==> src/rtl/core/dctt_pkg.sv <==
// Shared types and codes of the delayed command timer table.
package dctt_pkg;

    localparam logic [1:0] ACT_TICK   = 2'd0;
    localparam logic [1:0] ACT_CREATE = 2'd1;
    localparam logic [1:0] ACT_CLEAR  = 2'd2;
    localparam logic [1:0] ACT_NONE   = 2'd3;

    localparam logic [2:0] RC_CREATED   = 3'd0;
    localparam logic [2:0] RC_REFUSED   = 3'd1;
    localparam logic [2:0] RC_FIRED     = 3'd2;
    localparam logic [2:0] RC_TICK_NONE = 3'd3;
    localparam logic [2:0] RC_CLEARED   = 3'd4;

    localparam int QUEUE_DEPTH = 2;
    localparam int Q_PTR_W     = $clog2(QUEUE_DEPTH);
    localparam int Q_CNT_W     = $clog2(QUEUE_DEPTH + 1);

    typedef struct packed {
        logic [1:0]  action;
        logic [15:0] delay_ticks;
        logic [31:0] target_address;
        logic [31:0] data_word;
        logic [3:0]  command_kind;
    } t_in_word;

    typedef struct packed {
        logic [2:0]  result_code;
        logic [5:0]  slot_index;
        logic [31:0] fired_target;
        logic [31:0] fired_data;
        logic [3:0]  fired_kind;
        logic        last;
    } t_out_word;

    typedef enum logic [1:0] {
        OP_TICK,
        OP_CREATE,
        OP_CLEAR
    } t_op;

    typedef struct packed {
        t_op         op;
        logic [15:0] delay_ticks;
        logic [31:0] target_address;
        logic [31:0] data_word;
        logic [3:0]  command_kind;
    } t_cmd;

    typedef struct packed {
        logic valid;
        t_cmd cmd;
    } t_q_head;

endpackage

==> src/rtl/core/dctt_front.sv <==
// Front end: accepts input words, decodes the action and queues commands.
module dctt_front (
    input  logic               i_clk,
    input  logic               i_rst_n,
    input  logic               i_in_valid,
    input  dctt_pkg::t_in_word i_in_word,
    output logic               o_in_stall,
    output dctt_pkg::t_q_head  o_head,
    input  logic               i_pop
);
    import dctt_pkg::*;

    t_cmd               r_q [QUEUE_DEPTH];
    logic [Q_PTR_W-1:0] r_wr_ptr;
    logic [Q_PTR_W-1:0] r_rd_ptr;
    logic [Q_CNT_W-1:0] r_count;
    t_cmd               n_cmd;
    logic               n_keep;
    logic               push;

    always_comb begin
        n_cmd.delay_ticks    = i_in_word.delay_ticks;
        n_cmd.target_address = i_in_word.target_address;
        n_cmd.data_word      = i_in_word.data_word;
        n_cmd.command_kind   = i_in_word.command_kind;
        n_cmd.op             = OP_TICK;
        n_keep               = 1'b1;
        unique case (i_in_word.action)
            ACT_TICK:   n_cmd.op = OP_TICK;
            ACT_CREATE: n_cmd.op = OP_CREATE;
            ACT_CLEAR:  n_cmd.op = OP_CLEAR;
            default:    n_keep   = 1'b0;
        endcase
    end

    assign o_in_stall   = (r_count == Q_CNT_W'(QUEUE_DEPTH));
    assign push         = i_in_valid && !o_in_stall && n_keep;
    assign o_head.valid = (r_count != '0);
    assign o_head.cmd   = r_q[r_rd_ptr];

    always_ff @(posedge i_clk) begin
        if (!i_rst_n) begin
            r_wr_ptr <= '0;
            r_rd_ptr <= '0;
            r_count  <= '0;
        end else begin
            if (push) begin
                r_q[r_wr_ptr] <= n_cmd;
                r_wr_ptr <= (r_wr_ptr == Q_PTR_W'(QUEUE_DEPTH - 1)) ? '0 : r_wr_ptr + 1'b1;
            end
            if (i_pop) begin
                r_rd_ptr <= (r_rd_ptr == Q_PTR_W'(QUEUE_DEPTH - 1)) ? '0 : r_rd_ptr + 1'b1;
            end
            case ({push, i_pop})
                2'b10:   r_count <= r_count + 1'b1;
                2'b01:   r_count <= r_count - 1'b1;
                default: r_count <= r_count;
            endcase
        end
    end

endmodule

==> config.mk <==
export PLATFORM = sky130hd
export DESIGN_NAME = dctt_front
export DESIGN_NICKNAME = d
export VERILOG_FILES = /design/src/rtl/core/dctt_pkg.sv /design/src/rtl/core/dctt_front.sv
export SDC_FILE = /design/constraint.sdc
export NUM_CORES = 1
export LEC_CHECK = 0
export BUFFER_PORTS_ARGS = -buffer_cell sky130_fd_sc_hd__clkbuf_2
export CAP_MARGIN = 0
export CORE_MARGIN = 2
export CORE_UTILIZATION = 52
export DETAILED_ROUTE_END_ITERATION = 6
export PLACE_DENSITY = 0.84
export SLEW_MARGIN = 20
export SYNTH_ARGS = -nofsm -noshare
export SYNTH_HDL_FRONTEND = slang
export SYNTH_SLANG_ARGS = --single-unit
==> constraint.sdc <==
create_clock -name i_clk -period 10 [get_ports i_clk]
set_input_delay 1.5 -clock i_clk [delete_from_list [all_inputs] [get_ports i_clk]]
set_output_delay 1.5 -clock i_clk [all_outputs]
set_load 0.05 [all_outputs]
Yosys cells after proc, flatten, opt, wreduce, memory -nomap -nowiden
Memory sizes are Yosys's and may differ from the RTL's. A register that Yosys moved wholly into a read port is not among the register bits.
Index checks and enable logic that the tools add are counted.
{"block": "classes", "n_mux": 10, "eq_ne": 5, "mul": 0, "n_bitwise": 0, "n_reduce_logical": 7, "div": 0, "n_shift": 0, "addsub": 4, "order_cmp": 0}
{"cell": "$mux 1", "n": 8}
{"cell": "$pmux 2 s2", "n": 2}
{"cell": "$eq 2x2->1 const B", "n": 3}
{"cell": "$eq 2x1->1 const B", "n": 2}
{"cell": "$reduce_bool 2->1", "n": 2}
{"cell": "$reduce_or 3->1", "n": 1}
{"cell": "$add 1x1->1 const B", "n": 2}
{"cell": "$add 2x1->2 const B", "n": 1}
{"cell": "$logic_and 1x1->1", "n": 2}
{"cell": "$logic_not 2->1", "n": 1}
{"cell": "$sub 2x1->2 const B", "n": 1}
{"cell": "$logic_not 1->1", "n": 1}
{"block": "totals", "rom_bits": 0, "latchBits": 0, "in_bits": 90, "mem_bits_rw": 172, "elab_cells": 30, "mem_count": 1, "out_inout_bits": 88, "ff_bits": 4}
{"memory": "r_q", "words": 2, "word_bits": 86, "rd": 1, "rd_ports_with_merged_regs": 1, "wr": 1, "line": "dctt_front.sv:13", "rtl": "t_cmd r_q [QUEUE_DEPTH];"}

Logic depth before layout (Yosys ltp)
{"block": "depth", "word_depth": 7, "mapped_depth": 6, "mapped_depth_nobuf": 6}

Worst setup path before layout
No wires, ideal clock.
{"block": "synth_timing", "path_type": "input to register", "startpoint": "in i_in_word[84] (netlist name)", "endpoint": "mem r_q[1][0] (netlist name), enable pin", "cell_stages": 3, "path_buffers": 0, "required_ns": 9.363, "path_slack_ns": 1.821, "setup_ns": 0.637, "t_arrival_ns": 7.542, "path_cell_list": "nand2_1 -> nand3b_1 -> nor3_1"}
{"block": "synth_between", "elab_chain_cells": 7, "elab_cells_between_ends": 9, "cone_classes": "eq/ne: 2; mux: 4; reduce/logical: 3"}
{"item": "start, declared", "line": "dctt_front.sv:6", "rtl": "input dctt_pkg::t_in_word i_in_word,"}
{"item": "$eq 2x2->1, or another cell as far along", "line": "dctt_front.sv:28", "rtl": "unique case (i_in_word.action)"}
{"item": "$reduce_or 3->1 (no line) *"}
{"item": "$mux 1 *", "line": "dctt_front.sv:28"}
{"item": "$logic_and 1x1->1 *", "line": "dctt_front.sv:37", "rtl": "assign push = i_in_valid && !o_in_stall && n_keep;"}
{"item": "$mux 1 *", "line": "dctt_front.sv:47", "rtl": "if (push) begin"}
{"item": "$mux 1 *", "line": "dctt_front.sv:42", "rtl": "if (!i_rst_n) begin"}
{"item": "$mux 1 (implied by the code) *", "line": "dctt_front.sv:48", "rtl": "r_q[r_wr_ptr] <= n_cmd;"}
{"item": "end, declared", "line": "dctt_front.sv:13"}
Mark *: on every way between the ends. The rest lies on a longest branch, timed or not.

==> results.toml <==
[floorplan]
io_pins = 178
start_util = 0.535
num_rows = 40
die_w_um = 115
fp.dieH_um = 115
coreArea_mm2 = 0.0121
dieArea_mm2 = 0.0133

[power]
p_comb_frac = 0.150
pwr-share-seq = 0.486
cellPowerDensity_mw_per_mm2 = 220
switchingPower_uw = 466
netSwitchingFraction = 0.261
power.internal_mw = 1.32
power_mw = 1.79
power_leakage_nw = 3.04
clkPwrFrac = 0.364
ir_drop_uv = 120

[cells_and_area]
layoutNonFillerInstCount = 666
multi_input_area_mm2 = 0.00111
nNetsFinal = 576
fillers = 797
syn2layout_area_growth_pct = 25.8
drive_above_1_share = 0.600
diodes = 0
regArea_mm2 = 0.00527

[synth]
synth_top_area_cell = "edfxtp_1"
synth_top_area_frac = 0.801
synth_flop_cell = "edfxtp_1"
synthArstFlopShare = 0
synth_edf_count = 172
netlist_area_mm2 = 0.00645
ys_types = 19
synth_area_leaders = "edfxtp_1, mux2_2, dfxtp_1"
yosysMostFrequentCell = "edfxtp_1"
ys_warn_count = 0
syn_inst = 296
ys_ff_latch = 177
avgSynthCellArea_um2 = 21.8
ys_top_cells_by_count = "edfxtp_1, mux2_2, buf_2, buf_6, dfxtp_1"
syn_nets = 387
ys_seq_area_frac = 0.816

[critical_path]
worstPathMaxFanout = 48
arrival_ps = 2090
critical_path_class = "register to output port"
endpoint_kind = "output port"
cp_data_required_time_ps = 8500
critPathLaunchType = "register"

[placed_design]
gp_congestion = 0.778
io_buffers = 177
post-dp-hpwl_um = 7120
placed_cells = 633

[timing]
min_period_ps = 3590
whs_ps = 477
tns_ps = 0
drv_slew = 0
hold_viol = 0
slew_headroom = 0.339
min_period_over_period = 0.359
max_freq_mhz = 278
setup_viol = 0
tightest_slew_ps = 991
rsz0062_at_grt = "no"
clock_skew_ps = 7.00

[grt]
grt_use_total = 0.168
grt_pass1_wl_um = 16500
grt-ovfl-total = 0
grt_max_degree = 87
antenna_found_initial = 0
grt_pass1_vias = 3381

[routing]
routedWlPerCell_um = 16.7
drcViolationCount = 0
avgViaCountPerCell = 4.98
drt_iter0_drc = 263
wirelength_um = 11100
routed-via-count = 3319
ant_nets = 0
firstDrtPassIters = 4

[clock_tree]
cts_tree = "built"
cts_made_buffers = 17
cts_hold_buf = 0
h-tree-depth = 4
cts_resized = 0
clk_path_buf_depth = 2
clk_latency_ps = 420
cts_post_setup_buffers_inserted = 0
clockRootBuffer = "clkbuf_16"
cts.sink_count = 177
clk_pin_slew_worst_paths_ps = 60

[status]
status = "complete, no violations"

[flow_run]
drv_cap = 0

[worst_hold_path]
min_path_type = "register to register"
-- final timing paths --
check	startpoint	end	slack, ps	cells past startpoint
max	register	o_head[75]	6410	3
min	r_wr_ptr	r_wr_ptr	480	2
max reg2reg	r_count[0]	r_q[1][56]	7110	4
min reg2reg	r_wr_ptr	r_wr_ptr	480	2
-- registers in the layout (all words and copies together), names as in the netlist, named ones only --
signal    cells
r_count       2
r_q         172
r_rd_ptr      1
r_wr_ptr      1
-- worst max-delay path, stage by stage (launching register included) --
cell	delay [ps]
dfxtp_4	690
buf_16	300
mux2_2	380
clkbuf_2	250
-- stage by stage --
stage	setup WS, ps	util	cell area (um^2)
2_1_floorplan	1820	-	6450
4_1_cts	6220	0.671	8090
3_5_place_dp	5970	0.622	7500
3_3_place_gp	6090	0.622	7500
5_1_grt	6280	0.673	8120
6_report	6410	0.673	8120
-- power by group through the flow --
stage,sequential [mW],combinational (mW),clock [mW]
floorplan,0.880,0.208,0
global placement,0.889,0.255,0
detailed placement,0.892,0.259,0
CTS,0.876,0.260,0.664
global route,0.872,0.280,0.695
finish,0.869,0.267,0.651
-- routing by layer --
layer  track usage  part of all wire
met1         0.197              0.42
met2         0.280              0.50
met3        0.0654             0.073
met4        0.0659             0.012
met5             0                 0
-- cells in the final DEF, fill, tap and decap left out, drive strengths merged, types with 2 or more instances in the layout --
master	netlist	layout
xnor2	2	2
buf	10	3
dfxtp	5	5
edfxtp	172	172
nor2b	3	3
nor2	4	4
clkbuf	0	194
inv	2	4
bufinv	0	3
mux2	86	86
clkinvlp	0	2
nand2	3	3
clkinv	0	8
-- final cells by class --
cell class | instances | area share
Clock buffer | 17 | 0.0524
Clock inverter | 15 | 0.0205
Inverter | 2 | 0.000925
Multi-Input combinational cell | 107 | 0.137
Sequential cell | 177 | 0.649
Tap cell | 168 | 0.0259
Timing Repair Buffer | 180 | 0.114
-- kinds of logic (layout without fill, tap and decap cells) --
logic type               after synthesis  in the layout  synth area share
buffers and inverters                 12            214            0.0138
adder cells (fa/ha/maj)                1              1           0.00194
flip-flops                           177            177             0.816
AND/OR/NAND/NOR                       14             14            0.0109
multiplexers                          87             87             0.152
AO/OA/AOI/OAI                          2              2           0.00155
XOR/XNOR                               3              3           0.00407
Power figures use the tool's default switching activity.
